--- config.mk ---
export PLATFORM = sky130hd
export DESIGN_NAME = grid_dda_ray_caster
export DESIGN_NICKNAME = d
export VERILOG_FILES = /design/src/sv/gdrc_pkg.sv /design/src/sv/gdrc_div.sv /design/src/sv/grid_dda_ray_caster.sv
export SDC_FILE = /design/constraint.sdc
export NUM_CORES = 2
export LEC_CHECK = 0
export ABC_AREA = 1
export ABC_CLOCK_PERIOD_IN_PS = 36400
export CAP_MARGIN = 20
export CELL_PAD_IN_SITES_DETAIL_PLACEMENT = 0
export CELL_PAD_IN_SITES_GLOBAL_PLACEMENT = 1
export CORE_MARGIN = 8
export CORE_UTILIZATION = 50
export DETAILED_ROUTE_END_ITERATION = 16
export DONT_BUFFER_PORTS = 1
export PLACE_DENSITY_LB_ADDON = 0.3
export SYNTH_ARGS = -nofsm -noshare
export SYNTH_HDL_FRONTEND = slang
export SYNTH_SLANG_ARGS = --single-unit
--- constraint.sdc ---
create_clock -name clk -period 36.4 [get_ports clk]
set_clock_uncertainty 0.15 [all_clocks]
set_input_delay 7.28 -clock clk [delete_from_list [all_inputs] [get_ports clk]]
set_output_delay 7.28 -clock clk [all_outputs]
set_load 0.005 [all_outputs]
--- src/sv/gdrc_pkg.sv ---
// Shared types, constants and register codes of the grid ray caster.
package gdrc_pkg;

	// Default sizes
	localparam int GRID_SIZE_DEF  = 32;
	localparam int STEP_LIMIT_DEF = 100;

	// Fixed-point constants
	localparam logic [16:0] ONE_Q16    = 17'd65536;
	localparam logic [24:0] MIN_CORR   = 25'd655;
	localparam logic [16:0] MIN_BRIGHT = 17'd13107;
	localparam logic [23:0] DIST_MAX   = 24'hFFFFFF;
	localparam logic [15:0] HEIGHT_MAX = 16'hFFFF;

	// Configuration port
	localparam int CFG_W = 24;
	typedef enum logic [1:0] {
		CFG_SCREEN_HEIGHT = 2'd0,
		CFG_FADE_DISTANCE = 2'd1,
		CFG_FACE_COLOR_X  = 2'd2,
		CFG_FACE_COLOR_Y  = 2'd3
	} cfg_idx_t;

	localparam logic [11:0] SCREEN_HEIGHT_RST = 12'd600;
	localparam logic [7:0]  FADE_DISTANCE_RST = 8'd20;
	localparam logic [23:0] FACE_COLOR_X_RST  = 24'd15022389;
	localparam logic [23:0] FACE_COLOR_Y_RST  = 24'd12000284;

	// Operation codes
	localparam logic OP_WRITE = 1'b0;
	localparam logic OP_CAST  = 1'b1;

	typedef struct packed {
		logic               opcode;
		logic [4:0]         cell_x;
		logic [4:0]         cell_y;
		logic               cell_solid;
		logic [20:0]        pos_x;
		logic [20:0]        pos_y;
		logic signed [15:0] dir_x;
		logic signed [15:0] dir_y;
		logic [15:0]        cos_offset;
	} in_item_t;

	typedef struct packed {
		logic [23:0]        distance;
		logic [15:0]        wall_height;
		logic signed [15:0] top_row;
		logic signed [15:0] wall_bottom;
		logic               hit_side;
		logic [7:0]         shade_red;
		logic [7:0]         shade_green;
		logic [7:0]         shade_blue;
	} out_item_t;

endpackage

--- src/sv/gdrc_div.sv ---
// Restoring divider, one quotient bit per cycle.
module gdrc_div #(
	parameter int DW = 39,
	parameter int VW = 25
) (
	input  logic          clk,
	input  logic          arst_n,
	input  logic          start,
	input  logic [DW-1:0] dividend,
	input  logic [VW-1:0] divisor,
	output logic          done,
	output logic [DW-1:0] quotient
);

	localparam int CNW = $clog2(DW + 1);

	logic          busy_q;
	logic          done_q;
	logic [CNW-1:0] cnt_q;
	logic [VW-1:0] rem_q;
	logic [VW-1:0] d_q;
	logic [DW-1:0] q_q;
	logic [VW:0]   trial;
	logic          ge;

	// Trial subtraction
	assign trial = {rem_q, q_q[DW-1]};
	assign ge    = trial >= {1'b0, d_q};

	// Control
	always_ff @(posedge clk or negedge arst_n) begin
		if (!arst_n) begin
			busy_q <= 1'b0;
			done_q <= 1'b0;
			cnt_q  <= '0;
		end else begin
			done_q <= 1'b0;
			if (start) begin
				busy_q <= 1'b1;
				cnt_q  <= '0;
			end else if (busy_q) begin
				cnt_q <= cnt_q + 1'b1;
				if (cnt_q == CNW'(DW - 1)) begin
					busy_q <= 1'b0;
					done_q <= 1'b1;
				end
			end
		end
	end

	// Datapath
	always_ff @(posedge clk) begin
		if (start) begin
			rem_q <= '0;
			d_q   <= divisor;
			q_q   <= dividend;
		end else if (busy_q) begin
			rem_q <= ge ? VW'(trial - {1'b0, d_q}) : trial[VW-1:0];
			q_q   <= {q_q[DW-2:0], ge};
		end
	end

	assign done     = done_q;
	assign quotient = q_q;

endmodule

--- src/sv/grid_dda_ray_caster.sv ---
// Grid ray caster: cell map, DDA walk, distance, wall height and shading.
// Write transaction: the block stays ready. Cast: each DDA step runs S_MUL1, S_MUL2, S_CHK
// (shared multiplier and grid read), then up to three divider passes, DW = 32 +
// clog2(STEP_LIMIT+1) (39 at defaults), then S_SHR, S_SHG, S_SHB and S_OUT; one pass fewer
// on a miss or a zero divisor. One ray at a time, ready after the result.
// Reset: grid cleared one cell a cycle (GRID_SIZE^2 cells, 1024 at defaults) with item_ready low.
module grid_dda_ray_caster import gdrc_pkg::*; #(
	parameter int GRID_SIZE  = GRID_SIZE_DEF,
	parameter int STEP_LIMIT = STEP_LIMIT_DEF
) (
	input  logic             clk,
	input  logic             arst_n,
	input  logic             item_valid,
	output logic             item_ready,
	input  in_item_t         item,
	output logic             result_valid,
	input  logic             result_ready,
	output out_item_t        result,
	input  logic             cfg_we,
	input  cfg_idx_t         cfg_index,
	input  logic [CFG_W-1:0] cfg_wdata
);

	localparam int GW    = (GRID_SIZE > 1) ? $clog2(GRID_SIZE) : 1;
	localparam int DEPTH = GRID_SIZE * GRID_SIZE;
	localparam int AW    = $clog2(DEPTH);
	localparam int CW    = ((GW > 5) ? GW : 5) + 2;
	localparam int BW    = 17 + $clog2(STEP_LIMIT + 1);
	localparam int NW    = $clog2(STEP_LIMIT + 1);
	localparam int MA    = (BW > 24) ? BW : 24;
	localparam int MB    = 17;
	localparam int PW    = MA + MB;
	localparam int DW    = BW + 15;
	localparam int VW    = 25;
	localparam logic signed [CW-1:0] GRID_S = CW'(GRID_SIZE);

	typedef enum logic [12:0] {
		S_CLR   = 13'b0000000000001,
		S_IDLE  = 13'b0000000000010,
		S_MUL1  = 13'b0000000000100,
		S_MUL2  = 13'b0000000001000,
		S_CHK   = 13'b0000000010000,
		S_DDIST = 13'b0000000100000,
		S_CORR  = 13'b0000001000000,
		S_HWAIT = 13'b0000010000000,
		S_FWAIT = 13'b0000100000000,
		S_SHR   = 13'b0001000000000,
		S_SHG   = 13'b0010000000000,
		S_SHB   = 13'b0100000000000,
		S_OUT   = 13'b1000000000000
	} state_t;

	state_t state_q;

	// Configuration registers
	logic [11:0] sh_q;
	logic [7:0]  fade_q;
	logic [23:0] colx_q;
	logic [23:0] coly_q;

	// Grid memory
	logic          mem [DEPTH];
	logic [AW-1:0] clr_q;
	logic          mem_we;
	logic [AW-1:0] mem_wa;
	logic          mem_wd;
	logic [AW-1:0] rd_addr;
	logic          rd_q;
	logic          inr_q;

	// Walk state
	logic                 negx_q, negy_q;
	logic [15:0]          ax_q, ay_q;
	logic [BW-1:0]        bx_q, by_q;
	logic signed [CW-1:0] mx_q, my_q;
	logic [NW-1:0]        cnt_q;
	logic                 side_q;
	logic [BW-1:0]        num_q;
	logic [15:0]          den_q;
	logic [PW-1:0]        p_q;
	logic [15:0]          cos_q;

	// Result registers
	logic [23:0]        dist_q;
	logic [15:0]        h_q;
	logic signed [15:0] top_q, bot_q;
	logic [16:0]        bright_q;
	logic [7:0]         shr_q, shg_q, shb_q;

	// Shared multiplier
	logic [MA-1:0] mul_a;
	logic [MB-1:0] mul_b;
	logic [PW-1:0] prod;
	logic [23:0]   col;

	// Shared divider
	logic          div_start;
	logic [DW-1:0] div_dd;
	logic [VW-1:0] div_dv;
	logic          div_done;
	logic [DW-1:0] div_q;

	logic item_acc;
	assign item_acc   = item_valid && item_ready;
	assign item_ready = (state_q == S_IDLE);
	assign col        = side_q ? coly_q : colx_q;

	// Multiplier operand selection
	always_comb begin
		mul_a = '0;
		mul_b = '0;
		case (state_q)
			S_MUL1: begin mul_a = MA'(bx_q); mul_b = MB'(ay_q); end
			S_MUL2: begin mul_a = MA'(by_q); mul_b = MB'(ax_q); end
			S_CORR: begin mul_a = MA'(dist_q); mul_b = MB'(cos_q); end
			S_SHR:  begin mul_a = MA'(col[23:16]); mul_b = bright_q; end
			S_SHG:  begin mul_a = MA'(col[15:8]); mul_b = bright_q; end
			S_SHB:  begin mul_a = MA'(col[7:0]); mul_b = bright_q; end
			default: begin mul_a = '0; mul_b = '0; end
		endcase
	end
	assign prod = PW'(mul_a) * PW'(mul_b);

	// DDA step decision
	logic                 crossx;
	logic signed [CW-1:0] nmx, nmy, rx, ry;
	logic                 rin;
	assign crossx  = p_q < prod;
	assign nmx     = mx_q + (negx_q ? {CW{1'b1}} : CW'(1));
	assign nmy     = my_q + (negy_q ? {CW{1'b1}} : CW'(1));
	assign rx      = crossx ? nmx : mx_q;
	assign ry      = crossx ? my_q : nmy;
	assign rin     = (rx >= 0) && (rx < GRID_S) && (ry >= 0) && (ry < GRID_S);
	assign rd_addr = AW'(AW'(ry[GW-1:0]) * AW'(GRID_SIZE) + AW'(rx[GW-1:0]));

	// Post-walk arithmetic
	logic [24:0]        corr;
	logic [7:0]         fade1;
	logic [11:0]        fade10;
	logic [DW-1:0]      drop_dd;
	logic [15:0]        h_n;
	logic signed [18:0] diff, top_n, bot_n;
	logic               solid;

	assign corr    = (prod[39:15] < MIN_CORR) ? MIN_CORR : prod[39:15];
	assign fade1   = (fade_q == 8'd0) ? 8'd1 : fade_q;
	assign fade10  = {1'b0, fade1, 3'b000} + {3'b000, fade1, 1'b0};
	assign drop_dd = DW'({dist_q, 3'b000}) - DW'(dist_q);
	assign h_n     = (|div_q[DW-1:16]) ? HEIGHT_MAX : div_q[15:0];
	assign diff    = $signed({7'b0, sh_q}) - $signed({3'b0, h_n});
	assign top_n   = (diff + $signed({18'b0, diff[18]})) >>> 1;
	assign bot_n   = top_n + $signed({3'b0, h_n});
	assign solid   = !inr_q || rd_q;

	// Divider requests
	always_comb begin
		div_start = 1'b0;
		div_dd    = '0;
		div_dv    = '0;
		case (state_q)
			S_CHK: begin
				div_start = solid && (den_q != 16'd0);
				div_dd    = {num_q, 15'b0};
				div_dv    = VW'(den_q);
			end
			S_CORR: begin
				div_start = 1'b1;
				div_dd    = DW'({sh_q, 16'b0});
				div_dv    = corr;
			end
			S_HWAIT: begin
				div_start = div_done;
				div_dd    = drop_dd;
				div_dv    = VW'(fade10);
			end
			default: begin
				div_start = 1'b0;
			end
		endcase
	end

	gdrc_div #(.DW(DW), .VW(VW)) u_div (
		.clk      (clk),
		.arst_n   (arst_n),
		.start    (div_start),
		.dividend (div_dd),
		.divisor  (div_dv),
		.done     (div_done),
		.quotient (div_q)
	);

	// Grid memory write and registered read
	always_comb begin
		mem_we = 1'b0;
		mem_wa = clr_q;
		mem_wd = 1'b0;
		if (state_q == S_CLR) begin
			mem_we = 1'b1;
		end else if (item_acc && item.opcode == OP_WRITE &&
		             int'(item.cell_x) < GRID_SIZE && int'(item.cell_y) < GRID_SIZE) begin
			mem_we = 1'b1;
			mem_wa = AW'(AW'(item.cell_y) * AW'(GRID_SIZE) + AW'(item.cell_x));
			mem_wd = item.cell_solid;
		end
	end

	always_ff @(posedge clk) begin
		if (mem_we)
			mem[mem_wa] <= mem_wd;
		rd_q <= mem[rd_addr];
	end

	// Configuration registers
	always_ff @(posedge clk or negedge arst_n) begin
		if (!arst_n) begin
			sh_q   <= SCREEN_HEIGHT_RST;
			fade_q <= FADE_DISTANCE_RST;
			colx_q <= FACE_COLOR_X_RST;
			coly_q <= FACE_COLOR_Y_RST;
		end else if (cfg_we) begin
			case (cfg_index)
				CFG_SCREEN_HEIGHT: sh_q   <= cfg_wdata[11:0];
				CFG_FADE_DISTANCE: fade_q <= cfg_wdata[7:0];
				CFG_FACE_COLOR_X:  colx_q <= cfg_wdata[23:0];
				CFG_FACE_COLOR_Y:  coly_q <= cfg_wdata[23:0];
				default:           sh_q   <= sh_q;
			endcase
		end
	end

	// Sequencer
	always_ff @(posedge clk or negedge arst_n) begin
		if (!arst_n) begin
			state_q <= S_CLR;
			clr_q   <= '0;
			cnt_q   <= '0;
		end else begin
			case (state_q)
				S_CLR: begin
					clr_q <= clr_q + 1'b1;
					if (clr_q == AW'(DEPTH - 1))
						state_q <= S_IDLE;
				end
				S_IDLE: begin
					cnt_q <= '0;
					if (item_acc && item.opcode == OP_CAST)
						state_q <= S_MUL1;
				end
				S_MUL1: state_q <= S_MUL2;
				S_MUL2: begin
					cnt_q   <= cnt_q + 1'b1;
					state_q <= S_CHK;
				end
				S_CHK: begin
					if (solid)
						state_q <= (den_q != 16'd0) ? S_DDIST : S_CORR;
					else if (cnt_q == NW'(STEP_LIMIT))
						state_q <= S_CORR;
					else
						state_q <= S_MUL1;
				end
				S_DDIST: if (div_done) state_q <= S_CORR;
				S_CORR:  state_q <= S_HWAIT;
				S_HWAIT: if (div_done) state_q <= S_FWAIT;
				S_FWAIT: if (div_done) state_q <= S_SHR;
				S_SHR:   state_q <= S_SHG;
				S_SHG:   state_q <= S_SHB;
				S_SHB:   state_q <= S_OUT;
				S_OUT:   if (result_ready) state_q <= S_IDLE;
				default: state_q <= S_IDLE;
			endcase
		end
	end

	// Walk and result datapath
	always_ff @(posedge clk) begin
		case (state_q)
			S_IDLE: begin
				negx_q <= item.dir_x[15];
				negy_q <= item.dir_y[15];
				ax_q   <= item.dir_x[15] ? 16'(ONE_Q16 - {1'b0, item.dir_x}) : item.dir_x;
				ay_q   <= item.dir_y[15] ? 16'(ONE_Q16 - {1'b0, item.dir_y}) : item.dir_y;
				bx_q   <= item.dir_x[15] ? BW'(item.pos_x[15:0])
				                         : BW'(ONE_Q16 - {1'b0, item.pos_x[15:0]});
				by_q   <= item.dir_y[15] ? BW'(item.pos_y[15:0])
				                         : BW'(ONE_Q16 - {1'b0, item.pos_y[15:0]});
				mx_q   <= $signed({{(CW-5){1'b0}}, item.pos_x[20:16]});
				my_q   <= $signed({{(CW-5){1'b0}}, item.pos_y[20:16]});
				cos_q  <= item.cos_offset;
				dist_q <= '0;
			end
			S_MUL1: p_q <= prod;
			S_MUL2: begin
				inr_q <= rin;
				if (crossx) begin
					num_q  <= bx_q;
					den_q  <= ax_q;
					bx_q   <= bx_q + BW'(ONE_Q16);
					mx_q   <= nmx;
					side_q <= 1'b0;
				end else begin
					num_q  <= by_q;
					den_q  <= ay_q;
					by_q   <= by_q + BW'(ONE_Q16);
					my_q   <= nmy;
					side_q <= 1'b1;
				end
			end
			S_CHK: begin
				if (solid && den_q == 16'd0)
					dist_q <= DIST_MAX;
			end
			S_DDIST: begin
				if (div_done)
					dist_q <= (|div_q[DW-1:24]) ? DIST_MAX : div_q[23:0];
			end
			S_HWAIT: begin
				if (div_done) begin
					h_q   <= h_n;
					top_q <= top_n[15:0];
					bot_q <= (bot_n > 19'sd32767) ? 16'sd32767 : bot_n[15:0];
				end
			end
			S_FWAIT: begin
				if (div_done)
					bright_q <= (div_q >= DW'(ONE_Q16 - MIN_BRIGHT)) ? MIN_BRIGHT
					            : 17'(ONE_Q16 - {1'b0, div_q[15:0]});
			end
			S_SHR:   shr_q <= prod[23:16];
			S_SHG:   shg_q <= prod[23:16];
			S_SHB:   shb_q <= prod[23:16];
			default: p_q   <= p_q;
		endcase
	end

	// Result transaction
	assign result_valid       = (state_q == S_OUT);
	assign result.distance    = dist_q;
	assign result.wall_height = h_q;
	assign result.top_row     = top_q;
	assign result.wall_bottom = bot_q;
	assign result.hit_side    = side_q;
	assign result.shade_red   = shr_q;
	assign result.shade_green = shg_q;
	assign result.shade_blue  = shb_q;

endmodule

# After elaboration in Yosys (flattened, before gate mapping)
# Memory sizes are Yosys's and may differ from the RTL's. A register that Yosys moved wholly into a read port is not among the register bits.
# Cells that the tools add are included.
classes:
  reduce_logical: 30
  n_eq_ne: 28
  n_lt_le_gt_ge: 9
  add_sub_neg: 20
  mux: 60
  multipliers: 1
  bitwise: 1
ops:
  columns: ["op", "n"]
  rows:
  - ["$mux W24", 9]
  - ["$pmux W13 S13", 1]
  - ["$pmux W24 S6", 1]
  - ["$pmux W39 S3", 1]
  - ["$pmux W24 S2", 2]
  - ["$mux W13", 6]
  - ["$mux W39", 2]
  - ["$pmux W25 S3", 1]
  - ["$pmux W24 S3", 1]
  - ["$pmux W17 S4", 1]
  - ["$mux W25", 2]
  - ["$mux W7", 7]
  - ["$add A24 B17 Y24 const B", 2]
  - ["$pmux W7 S2", 3]
  - ["$lt A41 B41 Y1", 1]
  - ["$mul A24 B17 Y41", 1]
  - ["$ge A39 B16 Y1 const B", 1]
  - ["$sub A17 B16 Y18 const A", 2]
  - ["$mux W16", 2]
  - ["$sub A1 B16 Y16 const A", 2]
  - ["$mux W15", 2]
  - ["$sub A27 B24 Y28", 1]
  - ["$ge A26 B25 Y1", 1]
  - ["$lt A25 B10 Y1 const B", 1]
  - ["other kinds (55)", 96]
word_totals:
  mem_bits_rw: 1024
  inputBits: 133
  output_inout_bits: 99
  register_bits: 503
  elab_cells: 187
  n_memories: 1
mem_list:
  columns: ["memory", "words", "width", "rd", "rd_clocked_by_memory_dff", "wr", "line_no", "rtl"]
  rows:
  - ["mem", 1024, 1, 1, 1, 1, "grid_dda_ray_caster.sv:62", "logic mem [DEPTH];"]

# Logic depth before layout (Yosys ltp)
logic_depth:
  ltp_word: 10
  ltp_mapped: 66
  ltp_nobuf: 63

# Cells and area by module
# Synthesis repeated with hierarchy kept, for this count alone.
hier_totals:
  hier_cells: 10417
  hier_area_um2: 90784.6
by_module_without_submodules:
  columns: ["mod", "seq_area_each_um2", "area_each_um2", "cells_per_inst", "instances"]
  rows:
  - ["grid_dda_ray_caster", 42510.8, 84772.6, 9597, 1]
  - ["gdrc_div", 2622.5, 6012.0, 820, 1]

# Worst setup path before layout
# OpenSTA, ideal clock, no wires.
synth_timing:
  path_type: "input to register"
  start: "in item[101] in the netlist's numbering"
  end: "mem mem[0] (data pin)"
  setup_time_ns: 4.966
  path_stages: 4
  slack_ns: -0.110
  required_time_ns: 31.284
  t_arrival_ns: 31.394
  path_buffers: 2
  cell_sequence: "nand3b_1 clkbuf_1 clkbuf_1 nor2_1"
synth_between:
  elab_chain_len: 4
synth_lines:
  columns: ["item", "line_no", "rtl"]
  rows:
  - ["from (decl)", "grid_dda_ray_caster.sv:15", "input in_item_t item,"]
  - ["$not A1 Y1", "grid_dda_ray_caster.sv:199", "end else if (item_acc && item.opcode == OP_WRITE &&"]
  - ["$logic_and A1 B1 Y1", "grid_dda_ray_caster.sv:199", null]
  - ["$mux W1", "grid_dda_ray_caster.sv:199", null]
  - ["$mux W1", "grid_dda_ray_caster.sv:197", "if (state_q == S_CLR) begin"]
  - ["via mem_wd", "grid_dda_ray_caster.sv:66", "logic mem_wd;"]
  - ["to (decl)", "grid_dda_ray_caster.sv:62", null]
# The timed path passes the listed nets, and every way through them passes these cells.

# Final worst setup path
layout_timing:
  start: "reg state_q[0]"
  end: "reg rd_q, read port of mem"
layout_between:
  elab_chain_len: 7
  word_cells_on_any_way: 14
  cone_classes: "1 x add/sub; 1 x mul; 1 x order compare; 6 x eq/ne; 4 x mux; 1 x reduce/logical"
layout_lines:
  columns: ["item", "line_no", "rtl"]
  rows:
  - ["from (decl)", "grid_dda_ray_caster.sv:53", "state_t state_q;"]
  - ["from (signal assigned)", "grid_dda_ray_caster.sv:256", "state_q <= (den_q != 16'd0) ? S_DDIST : S_CORR;"]
  - ["$eq A13 B12 Y1 (tied with other cells)", "grid_dda_ray_caster.sv:112", "case (state_q)"]
  - ["$reduce_or A3 Y1 (no line)", null, null]
  - ["$pmux W17 S4", "grid_dda_ray_caster.sv:112", null]
  - ["$mul A24 B17 Y41 *", "grid_dda_ray_caster.sv:122", "assign prod = PW'(mul_a) * PW'(mul_b);"]
  - ["via prod[36]", "grid_dda_ray_caster.sv:93", "logic [PW-1:0] prod;"]
  - ["$lt A41 B41 Y1 *", "grid_dda_ray_caster.sv:128", "assign crossx = p_q < prod;"]
  - ["$mux W7", null, null]
  - ["$add A10 B5 Y10 *", "grid_dda_ray_caster.sv:134", "assign rd_addr = AW'(AW'(ry[GW-1:0]) * AW'(GRID_SIZE) + AW'(rx[GW-1:0]));"]
  - ["to (decl)", "grid_dda_ray_caster.sv:68", "logic rd_q;"]
# The timed path passes the listed nets; every way through them passes the cells marked *.
# A chain may end at the register's enable or synchronous reset.

==> impl_metrics.py <==
metrics = {
    "status": {
        "status": "finished, final reports clean",
    },
    "yosys": {
        "seq_area_frac_synth": 0.508,
        "synth_area_um2": 88800,
        "synth_edf_count": 1396,
        "synthTopCellsByArea": "edfxtp_1 (47%), nand2_1 (10%), fa_1 (7.5%)",
        "synthXorXnorAreaFrac": 0.0159,
        "synth_ff_type": "edfxtp_1",
        "synth_top_area_cell": "edfxtp_1",
        "synth_top_family_by_area": "simple AND/OR/NAND/NOR gates",
        "synth_top_cell_area_share": 0.472,
        "synth_compound_area_frac": 0.0579,
        "ys_ff_latch": 1528,
        "synthAdderAreaFrac": 0.111,
        "synthSimpleGateAreaFrac": 0.221,
        "postSynthCellCount": 9936,
        "ys_types": 63,
        "yosysWarnings": 0,
        "syn_avg_cell_area_um2": 8.93,
        "ys_async_sr_fraction": 0.0694,
        "synth.area.mux_share": 0,
    },
    "finish": {
        "nets": 10400,
        "drive_above_1_share": 0.0502,
        "area_delta_synth_final_pct": 8.56,
        "instances_no_fill": 12200,
    },
    "power": {
        "p_leak_nw": 39.9,
        "clkPwrFrac": 0.273,
        "swShare": 0.401,
        "p_int_mw": 3.66,
        "combPwrFrac": 0.360,
        "seqPwrFrac": 0.368,
        "p_sw_mw": 2.46,
        "p_per_area_nw_per_um2": 63.5,
        "peakVddDrop_uv": 68.5,
    },
    "clocking": {
        "postCtsSetupRepairBufs": 0,
        "cts_sinks": 1528,
        "clk_pin_slew_ns": 0.06,
        "cts.path.max_buffers": 3,
        "cts_buffers": 167,
        "cts_hold_buf": 0,
        "clkLatencyLatePin_ns": 0.82,
        "htreeDepth": 4,
        "ctsResizeCount": 0,
        "root_buffer": "clkbuf_16",
        "cts_tree": "built",
    },
    "critical_path": {
        "max_stage_delay_ns": 1.21,
        "cp.required_ns": 36.97,
        "worstReg2RegEnd": "rd_q$_DFF_P_",
        "worstPathMaxFanout": 116,
        "start_kind": "flop",
        "cpMaxStageDelayCell": "a221oi_1",
        "cp_common_cell": "nand3_1",
        "path_class": "reg -> reg",
        "path_delay_family": "simple AND/OR/NAND/NOR gates",
        "r2r_slack_ns": 20.76,
        "r2r_start": "state_q[0]$_DFFE_PN1P_",
        "worst_r2r_path_depth": 53,
        "end_kind": "flop",
        "arrival_ns": 16.21,
        "cp_num_buf_inv": 10,
    },
    "run": {
        "drv_cap": 0,
    },
    "detailed_routing": {
        "ant_nets": 0,
        "vias_per_cell": 5.59,
        "wl_mm": 282,
        "via_count": 68100,
        "wl_per_cell_um": 23.1,
        "drc_errors": 0,
        "drt-initial-drc-count": 7031,
        "firstDrtPassIters": 6,
    },
    "timing": {
        "finalHoldViolations": 0,
        "fmax_ghz": 0.0639,
        "worst_slew_pin_slew_ns": 1.29,
        "period_needed_ns": 15.64,
        "final_max_slew_viol_count": 0,
        "tns_ns": 0,
        "period_share": 0.430,
        "rsz0062_at_grt": "false",
        "slew_headroom": 0.143,
        "finalSetupViolations": 0,
    },
    "placement": {
        "dp_hpwl_mm": 177,
        "place_congestion": 0.939,
        "io_buffers": 0,
        "place_inst": 11800,
    },
    "floorplanning": {
        "io_pins": 232,
        "die-area_um2": 191000,
        "die_x_um": 437,
        "initial_core_util": 0.504,
        "die_height_um": 437,
        "rows": 154,
        "core_area_um2": 176000,
    },
    "hold_path": {
        "min_path_cells": 2,
        "min_to": "u_div.rem_q[23]$_SDFFE_PP0P_",
        "hold_path_class": "reg -> reg",
        "hold_start": "u_div.rem_q[23]$_SDFFE_PP0P_",
    },
    "global_routing": {
        "antenna_found_initial": 16,
        "grt_max_degree": 303,
        "grt_pass1_wl_mm": 418,
        "grt_use_total": 0.288,
        "grt_pass1_vias": 65900,
        "grt_overflow": 0,
    },
}
## registers in the layout, indices dropped and copies added, names as in the netlist, 17 cells and up
signal and count:
p_q 41, mem 1024, by_q 24, dist_q 24, u_div.d_q 25, bx_q 24
colx_q 24, u_div.quotient 39, num_q 24, u_div.rem_q 25, coly_q 24, bright_q 17
## cells in the mapped netlist (6+ instances only)
library cell  count
buf_2           176
o21bai_1         25
o21ai_0         293
dfxtp_1          26
a21oi_1         275
buf_4            36
nand3_1         757
a21o_1            7
o21ai_1          51
o22ai_1          36
nor2_1         1427
o221ai_1         11
o211ai_1         78
xor2_1          100
buf_1            44
a211oi_1         11
xnor2_1          58
nor3b_1           8
clkinv_1         12
or2_2            11
nand4_1          31
inv_1          1340
a31oi_1          26
edfxtp_1       1396
dfrtp_1          74
inv_2             8
fa_1            334
ha_1            256
o31ai_1           9
nand3b_1          6
nand2_1        2480
dfstp_2          32
nor4_1           27
a22o_1           16
a221oi_1         25
nor3_1           65
clkbuf_1        300
nand2_2          10
## cells in the final DEF (no fill, tap or decap), types with 20 or more instances in the layout
cell	netlist	layout
a21oi_1	275	274
a221oi_1	25	25
a31oi_1	26	26
buf_16	0	20
buf_4	36	103
clkbuf_1	300	48
clkbuf_16	0	174
clkinv_1	12	36
clkinv_2	0	25
dfrtp_1	74	74
dfstp_2	32	32
dfxtp_1	26	26
edfxtp_1	1396	1396
fa_1	334	334
ha_1	256	256
inv_1	1340	1338
nand2_1	2480	2458
nand2_2	10	24
nand3_1	757	743
nand4_1	31	31
nor2_1	1427	1419
nor3_1	65	63
nor4_1	27	27
o211ai_1	78	78
o21ai_0	293	292
o21ai_1	51	52
o21bai_1	25	25
o22ai_1	36	36
xnor2_1	58	58
xor2_1	100	100
## worst register-to-register path: cells and delay by family, from the launching register on
| family | cells | cell delay, ns |
|---|---|---|
| simple gates | 29 | 5.09 |
| buf+inv | 10 | 3.72 |
| fa+ha+maj | 8 | 3.68 |
| compound gates | 5 | 2.07 |
| flops | 1 | 0.53 |
| xor+xnor | 1 | 0.34 |
## through the flow
step	area (um2)	hold WS, ns	power (mW)	utilization	worst slack [ns]
3_3_place_gp	90400	0.317	4.42	0.513	20.99
6_report	96400	0.330	6.12	0.547	20.76
3_5_place_dp	90500	0.324	4.45	0.513	21.00
5_1_grt	96400	0.353	6.42	0.547	19.97
2_1_floorplan	88800	0.303	3.73	-	10.97
4_1_cts	95800	0.333	6.12	0.543	20.99
## layout make-up
type / count / area [um2]
Inverter: 1360 / 5110
Tap cell: 2340 / 2930
Sequential cell: 1528 / 45100
Antenna cell: 16 / 40.0
Fill cell: 16100 / 79900
Multi-Input combinational cell: 6501 / 36400
Clock inverter: 73 / 727
Clock buffer: 224 / 4560
Timing Repair Buffer: 134 / 1510
## power by group through the flow
stage               combinational (mW)  clock [mW]  sequential, mW
CTS                               2.18        1.69            2.25
finish                            2.20        1.67            2.25
floorplan                         1.49           0            2.23
global placement                  2.14           0            2.28
detailed placement                2.17           0            2.28
global route                      2.40        1.76            2.26
## logic make-up (layout without fill, tap and decap cells)
logic type	Yosys count	count (layout)
adders and majority gates	590	590
xor gates and xnor gates	159	159
AOI/OAI and AO/OA	889	889
DFF	1528	1528
other	2	32
and+or+nand+nor	4847	4847
buffers and inverters	1921	1791
## worst max path at each step
| stage | from | to | slack (ns) | cells past startpoint |
|---|---|---|---|---|
| 2_1_floorplan | item[101] | mem[0]$_DFFE_PP_ | 10.97 | 4 |
| 3_3_place_gp | state_q[0]$_DFFE_PN1P_ | rd_q$_DFF_P_ | 20.99 | 54 |
| 5_1_grt | state_q[0]$_DFFE_PN1P_ | rd_q$_DFF_P_ | 19.97 | 54 |
| 6_report | state_q[0]$_DFFE_PN1P_ | rd_q$_DFF_P_ | 20.76 | 53 |
| 3_5_place_dp | state_q[0]$_DFFE_PN1P_ | rd_q$_DFF_P_ | 21.00 | 53 |
| 4_1_cts | state_q[0]$_DFFE_PN1P_ | rd_q$_DFF_P_ | 20.99 | 53 |
## per-layer routing
metal	wire, um	up-vias	GRT usage	share of wire
li1	-	31500	-	-
met1	108000	33300	0.354	0.38
met2	136000	2671	0.488	0.48
met3	20400	636	0.0429	0.073
met4	17300	0	0.161	0.061
met5	0	-	0	0
Note: power is estimated with default switching activity, not from simulation.
